### config.mk
export PLATFORM = sky130hd
export DESIGN_NAME = bmp_24bit_to_rgba_stream_decoder
export DESIGN_NICKNAME = d
export VERILOG_FILES = /design/src/bmp_dec_pkg.sv /design/src/bmp_24bit_to_rgba_stream_decoder.sv
export VERILOG_INCLUDE_DIRS = /design/src /design/src/src
export SDC_FILE = /design/constraint.sdc
export NUM_CORES = 1
export LEC_CHECK = 0
export BUFFER_PORTS_ARGS = -buffer_cell sky130_fd_sc_hd__buf_2
export CORE_ASPECT_RATIO = 2
export CORE_UTILIZATION = 55
export CTS_BUF_LIST = sky130_fd_sc_hd__clkbuf_8
export CTS_CLUSTER_SIZE = 14
export DETAILED_ROUTE_END_ITERATION = 10
export PLACE_DENSITY_LB_ADDON = 0.3
export RECOVER_POWER = 100
export SETUP_SLACK_MARGIN = 0.3
export SLEW_MARGIN = 30
export SYNTH_ARGS = -nofsm -noshare
export SYNTH_HDL_FRONTEND = slang
export SYNTH_SLANG_ARGS = --single-unit
export TNS_END_PERCENT = 1
### constraint.sdc
create_clock -name clk -period 30.8 [get_ports clk]
set_input_delay 3.08 -clock clk [delete_from_list [all_inputs] [get_ports clk]]
set_output_delay 3.08 -clock clk [all_outputs]
set_load 0.01 [all_outputs]
### src/bmp_24bit_to_rgba_stream_decoder_assert.svh
// Assertion macros for the BMP stream decoder.
// BMP_ASSERT_SAME checks the consequent on the same edge.
// BMP_ASSERT_NEXT checks the consequent on the following edge.
`ifndef BMP_24BIT_TO_RGBA_STREAM_DECODER_ASSERT_SVH
`define BMP_24BIT_TO_RGBA_STREAM_DECODER_ASSERT_SVH
`ifndef SYNTH
`define BMP_ASSERT_SAME(lbl, clk, rstn, ante, cons) \
  lbl: assert property (@(posedge clk) disable iff (!rstn) (ante) |-> (cons)) \
    else $error("bmp decoder check failed");
`define BMP_ASSERT_NEXT(lbl, clk, rstn, ante, cons) \
  lbl: assert property (@(posedge clk) disable iff (!rstn) (ante) |=> (cons)) \
    else $error("bmp decoder check failed");
`else
`define BMP_ASSERT_SAME(lbl, clk, rstn, ante, cons)
`define BMP_ASSERT_NEXT(lbl, clk, rstn, ante, cons)
`endif
`endif

### src/bmp_dec_pkg.sv
package bmp_dec_pkg;

  localparam int unsigned MAX_WIDTH  = 8192;
  localparam int unsigned MAX_HEIGHT = 8192;

  localparam int DIM_W   = 14;  // image size fields
  localparam int COORD_W = 13;  // column / row fields
  localparam int TDATA_W = 96;  // result tdata, padded to bytes

  // header byte positions (last byte of each field)
  localparam logic [31:0] POS_SIG_B      = 32'd0;
  localparam logic [31:0] POS_SIG_M      = 32'd1;
  localparam logic [31:0] POS_OFFSET     = 32'd13;
  localparam logic [31:0] POS_HDR_SIZE   = 32'd17;
  localparam logic [31:0] POS_WIDTH      = 32'd21;
  localparam logic [31:0] POS_HEIGHT     = 32'd25;
  localparam logic [31:0] POS_DEPTH      = 32'd29;
  localparam logic [31:0] POS_COMPRESS   = 32'd33;
  localparam logic [31:0] POS_HDR_END    = 32'd53;

  localparam logic [7:0]  SIG_B          = 8'h42;
  localparam logic [7:0]  SIG_M          = 8'h4D;
  localparam logic [31:0] INFO_HDR_SIZE  = 32'd40;
  localparam logic [31:0] MIN_OFFSET     = 32'd54;
  localparam logic [15:0] PALETTE_DEPTH  = 16'd16;
  localparam logic [15:0] PIXEL_DEPTH    = 16'd24;
  localparam logic [7:0]  ALPHA_OPAQUE   = 8'hFF;

  typedef enum logic [3:0] {
    PH_HEADER = 4'b0001,
    PH_SKIP   = 4'b0010,
    PH_DATA   = 4'b0100,
    PH_DONE   = 4'b1000
  } phase_t;

  typedef enum logic [2:0] {
    ERR_NONE        = 3'd0,
    ERR_SIGNATURE   = 3'd1,
    ERR_HDR_SIZE    = 3'd2,
    ERR_COMPRESSION = 3'd3,
    ERR_NO_PALETTE  = 3'd4,
    ERR_DEPTH       = 3'd5,
    ERR_TRUNCATED   = 3'd6,
    ERR_DIMENSION   = 3'd7
  } err_code_t;

endpackage

### src/bmp_24bit_to_rgba_stream_decoder.sv
// Channel  | Dir | tdata (low bit up)                          | tlast        | tuser
// ---------+-----+---------------------------------------------+--------------+--------------
// in_      | in  | data_byte[7:0]                              | end_of_file  | start_of_file
// out_     | out | red, green, blue, alpha, column, row,       | end_of_image | kind
//          |     | error_code, image_width, image_height, pad  |              | (1 = error)
//
// One byte per cycle while in_tready is high: each byte is decoded from the
// state registers straight into the result register, one transaction per clock.
// Header, skip and pixel counters all advance on the input transaction itself.
// A held result stalls input only when out_tready is low with a result pending.
// rst_n is synchronous; the first byte after reset is file byte 0.
// start_of_file restarts decoding on that byte; after the final pixel or an
// error all bytes are dropped until the next start_of_file.

`include "bmp_24bit_to_rgba_stream_decoder_assert.svh"

module bmp_24bit_to_rgba_stream_decoder (
  input  logic                              clk,
  input  logic                              rst_n,
  // input channel
  input  logic                              in_tvalid,
  output logic                              in_tready,
  input  logic [7:0]                        in_tdata,   // [7:0] data_byte
  input  logic                              in_tlast,   // end_of_file
  input  logic                              in_tuser,   // start_of_file
  // result channel
  output logic                              out_tvalid,
  input  logic                              out_tready,
  // [7:0] red, [15:8] green, [23:16] blue, [31:24] alpha, [44:32] column,
  // [57:45] row, [60:58] error_code, [74:61] image_width,
  // [88:75] image_height, [95:89] zero
  output logic [bmp_dec_pkg::TDATA_W-1:0]   out_tdata,
  output logic                              out_tlast,  // end_of_image
  output logic                              out_tuser   // kind: 0 pixel, 1 error
);

  import bmp_dec_pkg::*;

  // decoder state
  phase_t              phase_r,  phase_nxt;
  logic [31:0]         pos_r,    pos_nxt;
  logic [31:0]         shift_r,  shift_nxt;
  logic [31:0]         offset_r, offset_nxt;
  logic [DIM_W-1:0]    width_r,  width_nxt;
  logic [DIM_W-1:0]    height_r, height_nxt;
  logic [15:0]         depth_r,  depth_nxt;
  logic [COORD_W-1:0]  col_r,    col_nxt;
  logic [COORD_W-1:0]  row_r,    row_nxt;
  logic [14:0]         rbc_r,    rbc_nxt;
  logic [15:0]         pbytes_r, pbytes_nxt;
  logic [1:0]          tri_r,    tri_nxt;

  // state as seen by this byte (start_of_file restarts it)
  phase_t              phase_cur;
  logic [31:0]         pos_cur;
  logic [31:0]         shift_cur;
  logic [COORD_W-1:0]  col_cur;
  logic [COORD_W-1:0]  row_cur;
  logic [14:0]         rbc_cur;
  logic [1:0]          tri_cur;

  // result register
  logic                out_valid_r;
  logic                out_kind_r;
  logic                out_last_r;
  logic [TDATA_W-1:0]  out_data_r;

  logic                in_fire;
  logic                sof_fire;
  logic [31:0]         shift_new;
  logic [31:0]         w_abs;
  logic [15:0]         row_pix_bytes;
  logic [15:0]         row_size;
  logic [15:0]         rbc_inc;
  err_code_t           err_code;
  logic                pix;
  logic                last;
  logic [7:0]          px_red;
  logic [7:0]          px_green;
  logic [7:0]          px_blue;
  logic                res_valid;
  logic [TDATA_W-1:0]  res_data;

  assign in_tready = !out_valid_r || out_tready;
  assign in_fire   = in_tvalid && in_tready;
  assign sof_fire  = in_fire && in_tuser;

  assign phase_cur = sof_fire ? PH_HEADER : phase_r;
  assign pos_cur   = sof_fire ? '0 : pos_r;
  assign shift_cur = sof_fire ? '0 : shift_r;
  assign col_cur   = sof_fire ? '0 : col_r;
  assign row_cur   = sof_fire ? '0 : row_r;
  assign rbc_cur   = sof_fire ? '0 : rbc_r;
  assign tri_cur   = sof_fire ? '0 : tri_r;

  // little-endian header fields shift in from the top
  assign shift_new = {in_tdata, shift_cur[31:8]};
  assign w_abs     = shift_new[31] ? (~shift_new + 32'd1) : shift_new;

  // bytes of pixel data per row, and the row size padded to 4 bytes
  assign row_pix_bytes = {2'b00, width_r} + {1'b0, width_r, 1'b0};
  assign row_size      = (row_pix_bytes + 16'd3) & ~16'd3;
  assign rbc_inc       = {1'b0, rbc_cur} + 16'd1;

  always_comb begin
    phase_nxt  = phase_cur;
    pos_nxt    = pos_cur;
    shift_nxt  = shift_cur;
    offset_nxt = offset_r;
    width_nxt  = width_r;
    height_nxt = height_r;
    depth_nxt  = depth_r;
    col_nxt    = col_cur;
    row_nxt    = row_cur;
    rbc_nxt    = rbc_cur;
    pbytes_nxt = pbytes_r;
    tri_nxt    = tri_cur;
    err_code   = ERR_NONE;
    pix        = 1'b0;
    last       = 1'b0;
    px_red     = '0;
    px_green   = '0;
    px_blue    = '0;

    if (in_fire) begin
      case (phase_cur)
        PH_HEADER: begin
          shift_nxt = shift_new;
          pos_nxt   = pos_cur + 32'd1;
          if (pos_cur == POS_SIG_B && in_tdata != SIG_B) begin
            err_code = ERR_SIGNATURE;
          end else if (pos_cur == POS_SIG_M && in_tdata != SIG_M) begin
            err_code = ERR_SIGNATURE;
          end else if (pos_cur == POS_OFFSET) begin
            offset_nxt = shift_new;
          end else if (pos_cur == POS_HDR_SIZE && shift_new != INFO_HDR_SIZE) begin
            err_code = ERR_HDR_SIZE;
          end else if (pos_cur == POS_WIDTH) begin
            // sign only marks a mirrored image; magnitude is the width
            if (w_abs == 32'd0 || w_abs > 32'(MAX_WIDTH)) begin
              err_code = ERR_DIMENSION;
            end else begin
              width_nxt = w_abs[DIM_W-1:0];
            end
          end else if (pos_cur == POS_HEIGHT) begin
            if (shift_new[31] || shift_new == 32'd0 || shift_new > 32'(MAX_HEIGHT)) begin
              err_code = ERR_DIMENSION;
            end else begin
              height_nxt = shift_new[DIM_W-1:0];
            end
          end else if (pos_cur == POS_DEPTH) begin
            depth_nxt = shift_new[31:16];
          end else if (pos_cur == POS_COMPRESS && shift_new != 32'd0) begin
            err_code = ERR_COMPRESSION;
          end else if (pos_cur == POS_HDR_END) begin
            if (offset_r < MIN_OFFSET) begin
              err_code = ERR_DIMENSION;
            end else if (offset_r == MIN_OFFSET && depth_r <= PALETTE_DEPTH) begin
              err_code = ERR_NO_PALETTE;
            end else if (depth_r != PIXEL_DEPTH) begin
              err_code = ERR_DEPTH;
            end else begin
              phase_nxt = (({1'b0, pos_cur} + 33'd1) >= {1'b0, offset_r}) ?
                          PH_DATA : PH_SKIP;
            end
          end
        end
        PH_SKIP: begin
          // palette and gap bytes are dropped unread
          phase_nxt = (({1'b0, pos_cur} + 33'd1) >= {1'b0, offset_r}) ?
                      PH_DATA : PH_SKIP;
          pos_nxt   = pos_cur + 32'd1;
        end
        PH_DATA: begin
          if ({1'b0, rbc_cur} < row_pix_bytes) begin
            case (tri_cur)
              2'd0: begin
                pbytes_nxt = {8'h00, in_tdata};
                tri_nxt    = 2'd1;
              end
              2'd1: begin
                pbytes_nxt = {in_tdata, pbytes_r[7:0]};
                tri_nxt    = 2'd2;
              end
              default: begin
                px_blue  = pbytes_r[7:0];
                px_green = pbytes_r[15:8];
                px_red   = in_tdata;
                pix      = 1'b1;
                last     = (({1'b0, row_cur} + 14'd1) == height_r) &&
                           (({1'b0, col_cur} + 14'd1) == width_r);
                col_nxt  = col_cur + 13'd1;
                tri_nxt  = 2'd0;
              end
            endcase
          end
          if (rbc_inc >= row_size) begin
            // end of row including padding
            rbc_nxt = '0;
            col_nxt = '0;
            tri_nxt = 2'd0;
            row_nxt = row_cur + 13'd1;
          end else begin
            rbc_nxt = rbc_inc[14:0];
          end
          if (last) begin
            phase_nxt = PH_DONE;
          end
        end
        default: begin
          // image finished: bytes are dropped until start_of_file
        end
      endcase

      // end of file before the final pixel; header faults win
      if (phase_cur != PH_DONE && err_code == ERR_NONE && in_tlast && !last) begin
        err_code = ERR_TRUNCATED;
      end
      if (err_code != ERR_NONE) begin
        phase_nxt = PH_DONE;
      end
    end
  end

  assign res_valid = in_fire && (err_code != ERR_NONE || pix);

  always_comb begin
    res_data = '0;
    if (err_code != ERR_NONE) begin
      res_data[60:58] = err_code;
    end else begin
      res_data[7:0]   = px_red;
      res_data[15:8]  = px_green;
      res_data[23:16] = px_blue;
      res_data[31:24] = ALPHA_OPAQUE;
      res_data[44:32] = col_cur;
      res_data[57:45] = row_cur;
      res_data[74:61] = width_r;
      res_data[88:75] = height_r;
    end
  end

  always_ff @(posedge clk) begin
    if (!rst_n) begin
      phase_r  <= PH_HEADER;
      pos_r    <= '0;
      shift_r  <= '0;
      offset_r <= '0;
      width_r  <= '0;
      height_r <= '0;
      depth_r  <= '0;
      col_r    <= '0;
      row_r    <= '0;
      rbc_r    <= '0;
      pbytes_r <= '0;
      tri_r    <= '0;
    end else begin
      phase_r  <= phase_nxt;
      pos_r    <= pos_nxt;
      shift_r  <= shift_nxt;
      offset_r <= offset_nxt;
      width_r  <= width_nxt;
      height_r <= height_nxt;
      depth_r  <= depth_nxt;
      col_r    <= col_nxt;
      row_r    <= row_nxt;
      rbc_r    <= rbc_nxt;
      pbytes_r <= pbytes_nxt;
      tri_r    <= tri_nxt;
    end
  end

  // result register: valid is refilled whenever a byte is taken, else cleared when out_tready is high
  always_ff @(posedge clk) begin
    if (!rst_n) begin
      out_valid_r <= 1'b0;
    end else if (in_fire) begin
      out_valid_r <= res_valid;
    end else if (out_tready) begin
      out_valid_r <= 1'b0;
    end
  end

  always_ff @(posedge clk) begin
    if (res_valid) begin
      out_kind_r <= (err_code != ERR_NONE);
      out_last_r <= last && (err_code == ERR_NONE);
      out_data_r <= res_data;
    end
  end

  assign out_tvalid = out_valid_r;
  assign out_tdata  = out_data_r;
  assign out_tlast  = out_last_r;
  assign out_tuser  = out_kind_r;

  // an error result carries nothing but its code
  `BMP_ASSERT_SAME(a_err_clean, clk, rst_n, out_tvalid && out_tuser, out_tdata[57:0] == 58'd0 && out_tdata[95:61] == 35'd0 && !out_tlast)
  // a pixel result is opaque and carries no error code
  `BMP_ASSERT_SAME(a_pix_clean, clk, rst_n, out_tvalid && !out_tuser, out_tdata[31:24] == ALPHA_OPAQUE && out_tdata[60:58] == 3'd0)
  // a finished image produces nothing until restarted
  `BMP_ASSERT_SAME(a_done_quiet, clk, rst_n, in_fire && !in_tuser && phase_r == PH_DONE, !res_valid)
  // any error closes the image
  `BMP_ASSERT_NEXT(a_err_done, clk, rst_n, in_fire && err_code != ERR_NONE, phase_r == PH_DONE)

endmodule

[Word level (Yosys, flattened, before mapping)]
Cells that the tools add are included.
Operators by class
  magnitude comparators: 7
  bitwise gates (word level): 13
  mux-type cells: 91
  eq/ne operators: 20
  reduce and logical (&&, ||, !) cells: 40
  add/sub/neg operators: 10
Operator list (count)
  2-to-1 mux 32 bit: 8
  2-to-1 mux 13 bit: 10
  equality test 32 x 5 -> 1 bit (second input constant): 4
  equality test 32 x 6 -> 1 bit (second input constant): 3
  logical NOT 32 bit: 3
  2-to-1 mux 8 bit: 12
  adder 32 x 1 -> 32 bit (second input constant): 2
  greater-than comparator 32 x 14 -> 1 bit (second input constant): 2
  2-to-1 mux 4 bit: 16
  2-to-1 mux 15 bit: 4
  2-to-1 mux 3 bit: 20
  adder 32 x 1 -> 33 bit (second input constant): 1
  >= comparator 33 x 32 -> 1 bit: 1
  equality test 32 x 1 -> 1 bit (second input constant): 1
  equality test 32 x 4 -> 1 bit (second input constant): 1
  < comparator 32 x 6 -> 1 bit (second input constant): 1
  != test 32 x 6 -> 1 bit (second input constant): 1
  inverter 32 bit: 1
  case mux 16 bit (2 select lines): 1
  nonzero test 32 bit: 1
  adder 13 x 1 -> 14 bit (second input constant): 2
  equality test 14 bit: 2
  adder 13 x 1 -> 13 bit (second input constant): 2
  AND reduction 9 bit: 2
  30 further kinds: 80
Word-level totals
  output and inout bits: 100
  word-level logic and storage cells: 201
  register bits: 295
  bits of input ports: 14

[Logic depth before layout (Yosys ltp)]
  depth after elaboration: 29
  gate-level depth with buffers: 32
  mapped depth without buffers: 24

[Worst setup path after synthesis]
OpenSTA, ideal clock, no wires.
  kind: input to register
  start: input port in_tuser
  end: register out_data_r[0] (netlist: out_tdata[0]), enable pin
  arrival: 11886 ps
  stages: 23
  library setup time: 554 ps
  slack: 18360 ps
  data required time: 30246 ps
  buffers on the path: 9
  path through: buf_2 and2_1 clkbuf_1 nand2_1 buf_2 clkbuf_1 clkbuf_1 clkbuf_1 clkbuf_1 clkbuf_1 nand2_1 ha_1 clkbuf_1 nor3b_1 and3_1 a211o_1 a21oi_1 o2111ai_1 or4_1 nor4b_4 nor3_4 nor2_1 a21oi_1
On the way
  word-level cells in the longest chain between the ends: 25
  elaborated cells on any way between the ends: 79
  those cells by class: add/sub: 3; order compare: 3; eq/ne: 15; mux: 34; bitwise: 1; reduce/logical: 23
RTL lines
  from (decl): RTL line bmp_24bit_to_rgba_stream_decoder.sv:25  | input logic in_tuser,
  logical AND 1 bit (*): RTL line bmp_24bit_to_rgba_stream_decoder.sv:86  | assign sof_fire = in_fire && in_tuser;
  2-to-1 mux 32 bit: RTL line bmp_24bit_to_rgba_stream_decoder.sv:90  | assign shift_cur = sof_fire ? '0 : shift_r;
  inverter 32 bit: RTL line bmp_24bit_to_rgba_stream_decoder.sv:98  | assign w_abs = shift_new[31] ? (~shift_new + 32'd1) : shift_new;
  adder 32 x 1 -> 32 bit: RTL line bmp_24bit_to_rgba_stream_decoder.sv:98
  2-to-1 mux 32 bit: RTL line bmp_24bit_to_rgba_stream_decoder.sv:98
  greater-than comparator 32 x 14 -> 1 bit / logical NOT 32 bit (equally long branches): RTL line bmp_24bit_to_rgba_stream_decoder.sv:140  | if (w_abs == 32'd0 || w_abs > 32'(MAX_WIDTH)) begin
  logical OR 1 bit: RTL line bmp_24bit_to_rgba_stream_decoder.sv:140
  2-to-1 mux 3 bit: RTL line bmp_24bit_to_rgba_stream_decoder.sv:140
  [7 not listed]
  logical NOT 3 bit: RTL line bmp_24bit_to_rgba_stream_decoder.sv:216  | if (phase_cur != PH_DONE && err_code == ERR_NONE && in_tlast && !last) begin
  logical AND 1 bit (3 in series): RTL line bmp_24bit_to_rgba_stream_decoder.sv:216
  2-to-1 mux 3 bit: RTL line bmp_24bit_to_rgba_stream_decoder.sv:216
  2-to-1 mux 3 bit (2 in series): RTL line bmp_24bit_to_rgba_stream_decoder.sv:125  | if (in_fire) begin
  nonzero test 3 bit: RTL line bmp_24bit_to_rgba_stream_decoder.sv:225  | assign res_valid = in_fire && (err_code != ERR_NONE || pix);
  logical OR 1 bit (*): RTL line bmp_24bit_to_rgba_stream_decoder.sv:225
  logical AND 1 bit (*): RTL line bmp_24bit_to_rgba_stream_decoder.sv:225
  via res_valid: RTL line bmp_24bit_to_rgba_stream_decoder.sv:81  | logic res_valid;
  to (signal assigned): RTL line bmp_24bit_to_rgba_stream_decoder.sv:288  | out_data_r <= res_data;
  to (decl): RTL line bmp_24bit_to_rgba_stream_decoder.sv:66  | logic [TDATA_W-1:0] out_data_r;
Mark *: on every way through the listed nets, which the timed path passes. The rest lies on a longest branch. The select of a mux whose other input is x is not followed.
A chain may end at the register's enable or synchronous reset.

[Worst setup path after layout]
  start: input port out_tready
  end: register out_data_r[88] (netlist: out_tdata[88]), enable pin
On the way
  word-level cells in the longest chain between the ends: 27
  elaborated cells on any way between the ends: 81
  those cells by class: add/sub: 3; order compare: 3; eq/ne: 15; mux: 34; bitwise: 1; reduce/logical: 25
RTL lines
  from (decl): RTL line bmp_24bit_to_rgba_stream_decoder.sv:28  | input logic out_tready,
  logical OR 1 bit (*): RTL line bmp_24bit_to_rgba_stream_decoder.sv:84  | assign in_tready = !out_valid_r || out_tready;
  logical AND 1 bit (*): RTL line bmp_24bit_to_rgba_stream_decoder.sv:85  | assign in_fire = in_tvalid && in_tready;
  logical AND 1 bit: RTL line bmp_24bit_to_rgba_stream_decoder.sv:86
  2-to-1 mux 32 bit: RTL line bmp_24bit_to_rgba_stream_decoder.sv:90
  inverter 32 bit: RTL line bmp_24bit_to_rgba_stream_decoder.sv:98
  adder 32 x 1 -> 32 bit: RTL line bmp_24bit_to_rgba_stream_decoder.sv:98
  2-to-1 mux 32 bit: RTL line bmp_24bit_to_rgba_stream_decoder.sv:98
  greater-than comparator 32 x 14 -> 1 bit / logical NOT 32 bit (equally long branches): RTL line bmp_24bit_to_rgba_stream_decoder.sv:140
  [9 not listed]
  logical NOT 3 bit: RTL line bmp_24bit_to_rgba_stream_decoder.sv:216
  logical AND 1 bit (3 in series): RTL line bmp_24bit_to_rgba_stream_decoder.sv:216
  2-to-1 mux 3 bit: RTL line bmp_24bit_to_rgba_stream_decoder.sv:216
  2-to-1 mux 3 bit (2 in series): RTL line bmp_24bit_to_rgba_stream_decoder.sv:125
  nonzero test 3 bit: RTL line bmp_24bit_to_rgba_stream_decoder.sv:225
  logical OR 1 bit: RTL line bmp_24bit_to_rgba_stream_decoder.sv:225
  logical AND 1 bit (*): RTL line bmp_24bit_to_rgba_stream_decoder.sv:225
  via res_valid: RTL line bmp_24bit_to_rgba_stream_decoder.sv:81
Marked as above.

==> out/metrics.yaml <==
run_status:
  status: "finished, violations left"
  violations: "max-capacitance violations, max-slew violations"
floorplanning:
  coreArea_mm2: 0.0314
  num_rows: 92
  ios: 114
  die_x_um: 128
  start_util_pct: 55.6
  die_y_um: 254
  die_area_mm2: 0.0325
cts:
  root_buffer: "clkbuf_8"
  h-tree-depth: 2
  cts_setup_buffers: 0
  cts.path.max_buffers: 3
  holdBufCountCts: 0
  cts.sinks: 280
  clkTransAtPathRegs_ns: 0.06
  postCtsResizedCells: 0
  clk_latency_ns: 0.61
  cts_tree: "built"
  cts_made_buffers: 42
flow_run:
  maxCapViolCount: 12
power_and_ir_drop:
  vdd.ir_drop.worst_uv: 37.6
  leakage_nw: 6.93
  p_per_area_mw_per_mm2: 44.4
worst_setup_path:
  cpMostUsedCell: "clkbuf_1"
  cp_data_arrival_time_ns: 15.77
  cp-end-kind: "flip-flop"
  startpoint_type: "input pin"
  slowest_stage: "clkbuf_1"
  path_class: "in -> reg"
  crit_chain: "buf_2, nor2b_1, clkbuf_1, inv_1, nand2_1, clkbuf_1, nand2_1, inv_1, ha_1, and4_1, o21ai_0, a2111oi_0, o21ai_0, a22oi_1, clkbuf_1, or2_2, nor4_1, nor2_1, nor2_1, a21oi_1, clkbuf_1"
  cp_data_required_time_ns: 30.93
  cp_num_buf_inv: 7
  critical_path.top_delay_family: "buffers and inverters"
  slowest_delay_ns: 2.29
  cp_max_fo: 62
route:
  drt-total-wl_mm: 56.4
  antenna_left: 0
  post-route-drc-count: 0
  vias_per_cell: 6.23
  drt_iter0_drc: 1295
  vias: 16500
  wl_per_cell_um: 21.3
  first_pass_iters: 6
placed_design:
  dp.cells: 2565
  portBuffers: 106
  routabilityCongestion: 1.03
  place_ws_ns: 20.71
  dp_hpwl_mm: 41.3
timing:
  slew_headroom_pct: -107
  fin_crit_sh_pct: 50.8
  setup_slack_ns: 15.16
  finalCriticalPeriod_ns: 15.64
  hold_viol: 0
  setup_viol: 0
  worst_pin_slew_ns: 3.10
  fin_worst_skew_ns: 0.0445
  drv_slew: 434
  grt_setup_unrepaired: "false"
  timing.fmax_ghz: 0.0639
  finalSetupTns_ns: 0
yosys:
  yosysMostFrequentCell: "nor2_1"
  synth-compound-area-share_pct: 16.5
  yosysTopAreaCell: "dfxtp_1"
  ys_top_cells_by_count: "nor2_1 (296), nand2_1 (204), dfxtp_1 (196), a21oi_1 (173), clkbuf_1 (118)"
  synth_adder_area_share_pct: 6.06
  ys_ff_latch: 280
  async_reset_ff_share_pct: 0
  syn_inst: 2163
  netlist_top_cells_area: "dfxtp_1 (22%), edfxtp_1 (14%), nor2_1 (6.4%)"
  synth.area.mux_share_pct: 1.79
  syn-cell-area_mm2: 0.0175
  yosysWarnings: 0
  synth_edf_count: 84
  synth_xor_area_share_pct: 6.44
  synth-simple-area-share_pct: 27.0
  synth_top_area_share_pct: 22.5
  synth_cell_types: 85
  synth_top_family_by_area: "simple AND/OR/NAND/NOR gates"
  synth.avg_cell_area_um2: 8.08
  ys.flop_type: "dfxtp_1"
  yosysSeqAreaShare_pct: 36.9
final_layout:
  utilization_pct: 59.9
  fin_cells: 2642
  nNetsFinal: 2284
  drive_above_1_share_pct: 5.32
  syn2layout_area_growth_pct: 7.63
global_routing:
  antenna_found_initial: 1
  grt_use_total_pct: 34.5
  globalRoute.totalOverflow: 0
  grt_max_degree: 96
  grt_first_pass_wirelength_mm: 85.8
  grt_pass1_vias: 15700
hold_path:
  min_path_type: "reg -> reg"
## power breakdown
part	switching (W)	internal, W
clock	0.000153	0.000196
sequential	0.00000657	0.000394
combinational	0.0000641	0.0000215
total	0.000224	0.000612
## cells by family (layout without fill, tap and decap cells)
group | after synthesis | count (layout)
compound gates | 458 | 458
other cells | 1 | 8
mux | 31 | 31
simple gates | 955 | 955
buf+inv | 227 | 276
xor+xnor | 127 | 127
fa+ha+maj | 84 | 84
flops | 280 | 280
## per-stage QoR
step | total power [W] | area (um^2) | hold WS [ns]
after global routing | 0.000863 | 18800 | 0.478
after CTS | 0.000844 | 19100 | 0.453
after global placement | 0.000495 | 18100 | 0.435
after detailed placement | 0.000497 | 18100 | 0.445
final | 0.000836 | 18800 | 0.452
after floorplan | 0.000467 | 17500 | 0.427
## final timing paths
path,startpoint,endpoint,slack (ns),depth (start not counted)
max,out_tready,out_tdata[88]$_SDFFCE_PN0P_,15.16,21
min,depth_r[0]$_SDFFE_PN0P_,depth_r[0]$_SDFFE_PN0P_,0.45,2
max reg2reg,out_tvalid$_SDFFE_PN0P_,out_tdata[88]$_SDFFCE_PN0P_,17.37,20
min reg2reg,depth_r[0]$_SDFFE_PN0P_,depth_r[0]$_SDFFE_PN0P_,0.45,2
## area by class of cell
cell class / instances / area, um^2
Fill cell: 2952 / 12600
Multi-Input combinational cell: 1662 / 10100
Sequential cell: 280 / 6450
Clock buffer: 49 / 674
Tap cell: 423 / 529
Timing Repair Buffer: 125 / 512
Inverter: 75 / 284
Clock inverter: 27 / 279
Antenna cell: 1 / 2.50
## metal layers
layer  wire length, um  GRT usage, %  up-vias
met5                 0             0        -
met4              5050          28.4        0
met3              2800          4.08      236
met2             28600          62.4      665
met1             19900          35.1     7841
li1                  -             -     7726
## worst register-to-register path, delay by kind of cell, from the launching register on
family / cells / cell delay, ns
buf+inv: 6 / 6.65
fa+ha+maj: 1 / 0.17
simple gates: 8 / 3.05
flops: 1 / 0.33
compound gates: 5 / 2.69
## flip-flops by register name (all words and copies together) (netlist names), 4 cells and up
name / flops
col_r: 13
depth_r: 16
height_r: 14
offset_r: 32
out_tdata: 82
pbytes_r: 16
phase_r: 4
pos_r: 32
rbc_r: 15
row_r: 13
shift_r: 24
width_r: 14
## cells in the final DEF, fill, tap and decap left out, drive strengths merged, types with 6 or more instances in the layout
cell       n
nor3      58
o21ai     94
o211ai     7
nand3     62
a21o      12
and4      10
o31ai     15
nor4      49
xnor2     73
a211oi    15
or3       32
a31oi     23
nand4b     6
clkinv    14
inv       80
dfxtp    196
o21a       9
nor3b      6
nand2b    15
xor2      53
or4       15
clkbuf   155
bufinv     6
ha        83
edfxtp    84
mux2i     29
nand2    204
or2       12
conb       7
nand4     49
nor2     296
a22oi     27
nor2b     12
buf       19
and3      17
and2      98
o21bai     6
o2111ai   12
a21oi    173
(Power assumes the default switching activity.)
